**config.mk**
```make
export PLATFORM = sky130hd
export DESIGN_NAME = humidity_frame_crc_decoder
export DESIGN_NICKNAME = d
export VERILOG_FILES = /design/src/sv/hfcd_pkg.sv /design/src/sv/humidity_frame_crc_decoder.sv
export SDC_FILE = /design/constraint.sdc
export NUM_CORES = 1
export LEC_CHECK = 0
export ABC_AREA = 1
export BUFFER_PORTS_ARGS = -buffer_cell sky130_fd_sc_hd__buf_2
export CAP_MARGIN = 10
export CORE_MARGIN = 4
export CORE_UTILIZATION = 54
export DETAILED_ROUTE_END_ITERATION = 16
export PLACE_DENSITY = 0.72
export SETUP_SLACK_MARGIN = 0.4
export SLEW_MARGIN = 10
export SYNTH_ARGS = -nofsm -noshare
export SYNTH_HDL_FRONTEND = slang
export SYNTH_SLANG_ARGS = --single-unit
```
**constraint.sdc**
```tcl
create_clock -name clk -period 3.8 [get_ports clk]
set_clock_uncertainty 0.2 [all_clocks]
set_input_delay 0.57 -clock clk [delete_from_list [all_inputs] [get_ports clk]]
set_output_delay 0.57 -clock clk [all_outputs]
set_load 0.005 [all_outputs]
```
**src/sv/hfcd_pkg.sv**
```systemverilog
// ---------------------------------------------------------------------------
// hfcd_pkg
// Types, constants and the byte-wide CRC-16 fold for the frame decoder.
// ---------------------------------------------------------------------------
`timescale 1ns / 1ps
`default_nettype none

package hfcd_pkg;

	// Position of a byte within the eight-byte sensor frame
	typedef logic [2:0] pos_t;

	localparam pos_t POS_FIRST  = 3'd0;
	localparam pos_t POS_HUM_HI = 3'd2;
	localparam pos_t POS_HUM_LO = 3'd3;
	localparam pos_t POS_TMP_HI = 3'd4;
	localparam pos_t POS_TMP_LO = 3'd5;
	localparam pos_t POS_CRC_LO = 3'd6;
	localparam pos_t POS_CRC_HI = 3'd7;

	// Bytes folded into the CRC: positions below this one
	localparam pos_t CRC_BYTES = 3'd6;

	localparam logic [15:0] CRC_INIT = 16'hFFFF;
	localparam logic [15:0] CRC_POLY = 16'hA001;

	// Fold one byte into a reflected CRC-16, least significant bit first
	function automatic logic [15:0] crc16_fold_byte(input logic [15:0] crc,
			input logic [7:0] data);
		logic [15:0] c;
		c = crc ^ {8'h00, data};
		for (int k = 0; k < 8; k++) begin
			if (c[0]) begin
				c = (c >> 1) ^ CRC_POLY;
			end else begin
				c = c >> 1;
			end
		end
		return c;
	endfunction

endpackage

`default_nettype wire

```
**src/sv/humidity_frame_crc_decoder.sv**
```systemverilog
// ---------------------------------------------------------------------------
// humidity_frame_crc_decoder
// Checks eight-byte sensor frames with CRC-16 and reports the last good
// humidity and temperature once per frame.
// ---------------------------------------------------------------------------
// The block takes one frame byte per cycle on the slave stream and gives
// one result per frame. Each byte passes an input register, one byte-wide
// CRC fold and the field capture logic, then the result register, so a
// result is loaded into the result register when its closing byte
// leaves the input register. The only stall is a held result: while a
// result waits on the master side, bytes that close no frame keep
// flowing, and a closing byte waits in the input register.
// tuser on the input marks byte 0 of a frame and drops any partial frame;
// without it, frames follow each other every eight bytes. After a CRC
// mismatch the result repeats the previously kept values with crc_ok low.
`timescale 1ns / 1ps
`default_nettype none

module humidity_frame_crc_decoder
	import hfcd_pkg::*;
(
	input  wire logic        clk,
	input  wire logic        arst_n,
	input  wire logic        s_axis_tvalid,
	output logic             s_axis_tready,
	input  wire logic [7:0]  s_axis_tdata,  // [7:0] rx_byte
	input  wire logic        s_axis_tuser,  // [0] frame_start
	output logic             m_axis_tvalid,
	input  wire logic        m_axis_tready,
	output logic [31:0]      m_axis_tdata,  // [15:0] humidity_tenths, [31:16] temperature_tenths
	output logic             m_axis_tuser   // [0] crc_ok
);

	// Input register
	logic        valid_s1;
	logic [7:0]  byte_s1;
	logic        start_s1;

	// Frame state
	pos_t        pos_q;
	logic [15:0] crc_q;
	logic [15:0] cap_hum_q;
	logic [15:0] cap_tmp_q;
	logic [7:0]  crc_lo_q;
	logic [15:0] good_hum_q;
	logic signed [15:0] good_tmp_q;

	// Result register
	logic        out_valid_q;
	logic [15:0] out_hum_q;
	logic signed [15:0] out_tmp_q;
	logic        out_ok_q;

	// Combinational
	pos_t        pos_eff;
	logic [15:0] crc_base;
	logic [15:0] crc_next;
	logic        frame_end;
	logic        crc_match;
	logic [14:0] tmp_mag;
	logic signed [15:0] tmp_conv;
	logic        out_blocked;
	logic        advance;

	// Work out what the byte in the input register does
	always_comb begin
		pos_eff   = start_s1 ? POS_FIRST : pos_q;
		crc_base  = start_s1 ? CRC_INIT : crc_q;
		crc_next  = crc16_fold_byte(crc_base, byte_s1);
		frame_end = (pos_eff == POS_CRC_HI);
		crc_match = ({byte_s1, crc_lo_q} == crc_base);
		tmp_mag   = cap_tmp_q[14:0];
		if (cap_tmp_q[15]) begin
			tmp_conv = signed'(16'(~{1'b0, tmp_mag} + 16'd1));
		end else begin
			tmp_conv = signed'({1'b0, tmp_mag});
		end
	end

	// Hold a closing item only while the result register is still occupied
	assign out_blocked   = out_valid_q && !m_axis_tready;
	assign advance       = valid_s1 && (!frame_end || !out_blocked);
	assign s_axis_tready = !valid_s1 || advance;

	// Load the input register
	always_ff @(posedge clk or negedge arst_n) begin
		if (!arst_n) begin
			valid_s1 <= 1'b0;
		end else if (s_axis_tready) begin
			valid_s1 <= s_axis_tvalid;
		end
	end

	always_ff @(posedge clk) begin
		if (s_axis_tready && s_axis_tvalid) begin
			byte_s1  <= s_axis_tdata;
			start_s1 <= s_axis_tuser;
		end
	end

	// Advance the frame position, CRC and captured fields
	always_ff @(posedge clk or negedge arst_n) begin
		if (!arst_n) begin
			pos_q      <= POS_FIRST;
			crc_q      <= CRC_INIT;
			cap_hum_q  <= '0;
			cap_tmp_q  <= '0;
			crc_lo_q   <= '0;
			good_hum_q <= '0;
			good_tmp_q <= '0;
		end else if (advance) begin
			if (frame_end) begin
				pos_q <= POS_FIRST;
				crc_q <= CRC_INIT;
				if (crc_match) begin
					good_hum_q <= cap_hum_q;
					good_tmp_q <= tmp_conv;
				end
			end else begin
				pos_q <= pos_t'(pos_eff + 3'd1);
				crc_q <= (pos_eff < CRC_BYTES) ? crc_next : crc_base;
			end
			case (pos_eff)
				POS_HUM_HI: cap_hum_q[15:8] <= byte_s1;
				POS_HUM_LO: cap_hum_q[7:0]  <= byte_s1;
				POS_TMP_HI: cap_tmp_q[15:8] <= byte_s1;
				POS_TMP_LO: cap_tmp_q[7:0]  <= byte_s1;
				POS_CRC_LO: crc_lo_q        <= byte_s1;
				default: ;
			endcase
		end
	end

	// Load the result register at the end of a frame, drop it once taken
	always_ff @(posedge clk or negedge arst_n) begin
		if (!arst_n) begin
			out_valid_q <= 1'b0;
		end else if (advance && frame_end) begin
			out_valid_q <= 1'b1;
		end else if (m_axis_tready) begin
			out_valid_q <= 1'b0;
		end
	end

	always_ff @(posedge clk) begin
		if (advance && frame_end) begin
			out_ok_q  <= crc_match;
			out_hum_q <= crc_match ? cap_hum_q : good_hum_q;
			out_tmp_q <= crc_match ? tmp_conv : good_tmp_q;
		end
	end

	assign m_axis_tvalid = out_valid_q;
	assign m_axis_tdata  = {out_tmp_q, out_hum_q};
	assign m_axis_tuser  = out_ok_q;

endmodule

`default_nettype wire

```
Word level (Yosys, flattened, before mapping)

Index checks and enable logic that the tools add are counted.

Add/subtract/negate cells: 2
Multiply operators: 0
Muxes and demuxes: 18
$lt $le $gt $ge: 1
Equal/unequal tests: 7
Divide/modulo/power cells: 0
Bitwise gates (word level): 10
Reductions and logical operators: 17
Shifts and indexed selects: 0

Operator list:

| kind                  | number |
|---|---|
| $mux 16               | 14 |
| $not 2->3             | 8 |
| $add 16x1->16 const B | 1 |
| $eq 16x16->1          | 1 |
| $not 15->16           | 1 |
| $xor 16x8->16         | 1 |
| $eq 3x3->1 const B    | 4 |
| $reduce_and 2->1      | 6 |
| $eq 3x2->1 const B    | 2 |
| $mux 3                | 2 |
| $logic_and 1x1->1     | 4 |
| $logic_not 1->1       | 4 |
| $add 3x1->3 const B   | 1 |
| $lt 3x3->1 const B    | 1 |
| $logic_or 1x1->1      | 2 |
| $mux 1                | 2 |
| $reduce_bool 2->1     | 1 |

Bits of input ports: 13
Bits in writable memories: 0
Latch bits: 0
Word-level logic and storage cells: 71
Register bits after elaboration: 135
Memories kept: 0
Output and inout port bits: 35
Memory bits (read-only): 0

Depth between registers and ports, before layout

Depth after elaboration: 20
Mapped depth: 17
Gate-level depth less buffers: 16

Worst setup path before layout

Ideal clock, no wire load.

Kind: register to register
Start point: register start_s1
End point: register out_ok_q, in the netlist m_axis_tuser (enable)
Clock period less this slack: 3502 ps
Arrival: 2891 ps
Setup time: 410 ps
Setup slack: 298 ps
Cell stages (with the launch flop): 11
Path buffers: 2
Cell sequence: edfxtp_1 -> buf_6 -> nor2_1 -> ha_1 -> ha_1 -> nand3_1 -> nand2_1 -> inv_1 -> nand2_1 -> inv_1 -> clkbuf_1

Longest elaborated chain between the ends: 6

RTL lines:

| what                   | RTL line                          | source |
|---|---|---|
| start, declared        | humidity_frame_crc_decoder.sv:37  | `logic start_s1;` |
| start signal, assigned | humidity_frame_crc_decoder.sv:97  | `start_s1 <= s_axis_tuser;` |
| $mux 3 *               | humidity_frame_crc_decoder.sv:67  | `pos_eff = start_s1 ? POS_FIRST : pos_q;` |
| $eq 3x3->1 *           | humidity_frame_crc_decoder.sv:70  | `frame_end = (pos_eff == POS_CRC_HI);` |
| $logic_not 1->1        | humidity_frame_crc_decoder.sv:82  | `assign advance = valid_s1 && (!frame_end \|\| !out_blocked);` |
| $logic_or 1x1->1       | humidity_frame_crc_decoder.sv:82  |  |
| $logic_and 1x1->1      | humidity_frame_crc_decoder.sv:82  |  |
| $logic_and 1x1->1 *    | humidity_frame_crc_decoder.sv:146 | `if (advance && frame_end) begin` |
| end signal, assigned   | humidity_frame_crc_decoder.sv:147 | `out_ok_q <= crc_match;` |
| end, declared          | humidity_frame_crc_decoder.sv:52  | `logic out_ok_q;` |

Every way passes the cells marked *; elsewhere a longest branch is shown, timed or not.
A chain may end at the register's enable or synchronous reset.

Worst setup path in the final report

Start point: register start_s1
End point: register out_hum_q[6] (enable)

Longest elaborated chain between the ends: 6

RTL lines:

| what                 | RTL line                          | source |
|---|---|---|
| $mux 3 *             | humidity_frame_crc_decoder.sv:67  |  |
| $eq 3x3->1 *         | humidity_frame_crc_decoder.sv:70  |  |
| $logic_not 1->1      | humidity_frame_crc_decoder.sv:82  |  |
| $logic_or 1x1->1     | humidity_frame_crc_decoder.sv:82  |  |
| $logic_and 1x1->1    | humidity_frame_crc_decoder.sv:82  |  |
| $logic_and 1x1->1 *  | humidity_frame_crc_decoder.sv:146 |  |
| end signal, assigned | humidity_frame_crc_decoder.sv:148 | `out_hum_q <= crc_match ? cap_hum_q : good_hum_q;` |
| end, declared        | humidity_frame_crc_decoder.sv:50  | `logic [15:0] out_hum_q;` |

Marked as above.

==> flow_summary_export.csv <==
group,metric,value,unit
run_status,status,"finished clean",
power,clockPowerShare,0.374,
detailed_routing,dr.pass1.iters,5,
setup_path,crit_path_max_fanout,73,
global_route,overflow,0,
setup_path,required,3.68,ns
setup_path,worst-r2r-cell-count,9,
power,power_density,600,nW/um^2
synth,ys_seq_area_frac,0.563,
synth,synth_common_cells,"nand2_1, dfrtp_1, o21ai_0",
clock_network,clk_latency,0.43,ns
clock_network,cts.clk_slew.worst_paths,0.06,ns
sta,min_period,3.12,ns
synth,ys_ff_latch,135,
sta,maxSlewViolCount,0,
synth,ys.warnings.count,0,
synth,ys_dominant_reg_cell,"dfrtp_1",
synth,async_flop_share,0.689,
sta,rsz0062_at_grt,"no",
synth,synth_edf_count,42,
power,sequentialPowerShare,0.442,
setup_path,slowest_delay,0.62,ns
detailed_routing,avgRoutedWirePerCell,14.8,um
setup_path,path_buf_inv,3,
clock_network,cts_buffer_depth,2,
detailed_routing,ant_nets,0,
floorplan,core,11500,um^2
sta,worst_pin_slew,0.945,ns
global_route,grt_max_degree,87,
power,p_int,3.11,mW
setup_path,reg2reg_from,"start_s1",
detailed_routing,routed_wl,13400,um
sta,clock.fmax,0.320,GHz
place,pre_cts_ws,0.477,ns
setup_path,crit_path_top_delay_cell,"edfxtp_1",
setup_path,cp-endpoint,"out_hum_q[6]",
clock_network,cts_num_sinks,135,
layout,regArea,3610,um^2
power,total_power,4.41,mW
clock_network,cts_buffers,17,
layout,syn_to_final_growth,14.9,%
synth,synth.distinct_cells,38,
synth,syn_nets,717,
setup_path,r2r-end,"out_hum_q[6]",
sta,fin_ws,0.678,ns
clock_network,cts_tree,"done",
setup_path,arrival,3.00,ns
synth,netlist_top_cells_area,"dfrtp_1, edfxtp_1, nand2_1",
clock_network,post_cts_resized,0,
sta,fin_tns_setup,0,ns
power,leakagePower,3.42,nW
floorplan,start_util,0.556,
setup_path,path_cells,"nor2_1 -> ha_1 -> ha_1 -> nand3_1 -> nand2_1 -> inv_1 -> nand2_1 -> inv_2 -> buf_12",
layout,fillers,952,
detailed_routing,routed_via_density,5.30,
synth,synth_top_area_cell,"dfrtp_1",
place,gp_congestion,0.873,
power,switchingPower,1.30,mW
sta,hold_violations,0,
floorplan,die_w,117,um
power,switching_share,0.295,
floorplan,die-area,13700,um^2
global_route,antenna_found_initial,0,
detailed_routing,dr_total_vias,4794,
flow_run,maxCapViolCount,0,
setup_path,cp-startpoint,"start_s1",
global_route,grt_pass1_vias,4556,
sta,hold_ws,0.120,ns
layout,multi_input_area,2380,um^2
setup_path,endpoint_kind,"flop",
floorplan,num_rows,39,
clock_network,cts-htree-levels,4,
global_route,track_usage,0.216,
power,combPwrFrac,0.184,
setup_path,critPathTopFamily,"buffers and inverters",
setup_path,r2r_slack,0.68,ns
setup_path,cp_num_cells,9,
floorplan,io-pin-count,48,
power,max-vdd-ir-drop,0.000355,V
worst_hold_path,worstHoldPathType,"primary input to flop",
layout,finalCoreUtilization,0.639,
synth,yosysTopAreaCellShare,0.301,
setup_path,critPathKind,"flop to flop",
detailed_routing,drtIter0Drc,419,
synth,synth_area_per_cell,9.19,um^2
sta,min_period_over_period,0.822,
place,port_buffers,47,
layout,layout-drive-gt1-share,0.184,
layout,fin_nets,769,
place,dpl.hpwl,8810,um
floorplan,fp.dieH,117,um
clock_network,clock-root-buffer,"clkbuf_16",
synth,syn_inst,697,
synth,synth.most_common_cell,"nand2_1",
sta,setup_viol,0,
layout,diodes,0,
sta,slew_headroom,0.366,
detailed_routing,drc,0,
setup_path,cp-start-kind,"flop",
synth,netlist_area,6410,um^2
global_route,grt_pass1_wl,22500,um
## power groups by stage
| stage | Clock (mW) | Sequential [mW] | Combinational (mW) |
|---|---|---|---|
| 2_1_floorplan | 0 | 1.90 | 0.650 |
| 3_3_place_gp | 0 | 1.97 | 0.776 |
| 3_5_place_dp | 0 | 1.97 | 0.808 |
| 4_1_cts | 1.67 | 1.95 | 0.813 |
| 5_1_grt | 1.74 | 1.98 | 0.946 |
| 6_report | 1.65 | 1.95 | 0.814 |
## per-layer routing
layer	vias to the layer above	GRT usage	part of all wire
li1	2358	-	-
met1	2283	0.306	0.47
met2	131	0.326	0.46
met3	22	0.0473	0.046
met4	0	0.0872	0.024
met5	-	0	0
## through the flow
stage,cell area (um^2),std cells
detailed placement,6720,870
global route,7360,905
finish,7360,905
CTS,7310,902
floorplan,6410,697
global placement,6720,870
## layout by cell type (no fill, tap or decap), types with 2 or more instances in the layout
cell type / n
clkinv_2: 3
nand2_1: 234
nor3_1: 3
o21ai_0: 62
inv_2: 2
nor2_2: 5
clkinvlp_4: 2
nand3_1: 22
bufinv_16: 3
edfxtp_1: 42
o21a_1: 8
clkinv_4: 3
nor2_1: 41
ha_1: 7
buf_2: 46
dfstp_2: 16
clkinv_1: 2
o21ai_2: 25
nand2_2: 2
nand4_1: 6
buf_4: 8
dfrtp_1: 77
clkbuf_16: 17
xor2_1: 29
inv_1: 60
o21ai_1: 4
xnor2_1: 4
o22ai_1: 2
a21oi_1: 5
a31oi_1: 8
## registers in the layout (all words and copies together), names as in the netlist
signal         flops
cap_tmp_q         16
valid_s1           1
start_s1           1
m_axis_tuser       1
byte_s1            8
good_hum_q        16
cap_hum_q         16
crc_q             16
pos_q              3
out_tmp_q         16
crc_lo_q           8
m_axis_tvalid      1
good_tmp_q        16
out_hum_q         16
## cell families (layout without fill, tap and decap cells)
| kind of cell | count (synthesis) | in the layout | synth area share |
|---|---|---|---|
| compound gates | 117 | 117 | 0.113 |
| fa+ha+maj | 7 | 7 | 0.0137 |
| xor+xnor | 33 | 33 | 0.0451 |
| flops | 135 | 135 | 0.563 |
| buf+inv | 87 | 152 | 0.0645 |
| simple gates | 318 | 318 | 0.200 |
## what timing repair did
item                                   CTS  global route
hold buffers                             0             1
endpoints found under the hold margin    0            24
setup endpoints to repair                0            96
buffers inserted                         0             1
## layout make-up
type                    count  area share
multi-input cells         475       0.324
repair buffers             57      0.0473
flip-flops and latches    135       0.490
well taps                 143      0.0243
clock buffers              19      0.0602
inverters                  63      0.0328
clock inverters            13      0.0209
## worst reg2reg max path: cells and delay by family, from the launching register on
family	cells	cell delay, ns
adders and majority gates	2	0.48
DFF	1	0.62
and+or+nand+nor	4	0.61
buffers and inverters	3	0.79
## how the worst min path moves through the flow
stage | startpoint | end | slack, ns | cells past startpoint
CTS | s_axis_tdata[7] | byte_s1[7] | 0.11 | 1
global route | s_axis_tdata[0] | byte_s1[0] | 0.11 | 1
global placement | good_tmp_q[6] | good_tmp_q[6] | 0.26 | 2
finish | s_axis_tdata[7] | byte_s1[7] | 0.12 | 1
floorplan | arst_n | cap_hum_q[0] | 0.07 | 0
detailed placement | good_tmp_q[15] | good_tmp_q[15] | 0.27 | 2
Power figures use the tool's default switching activity.
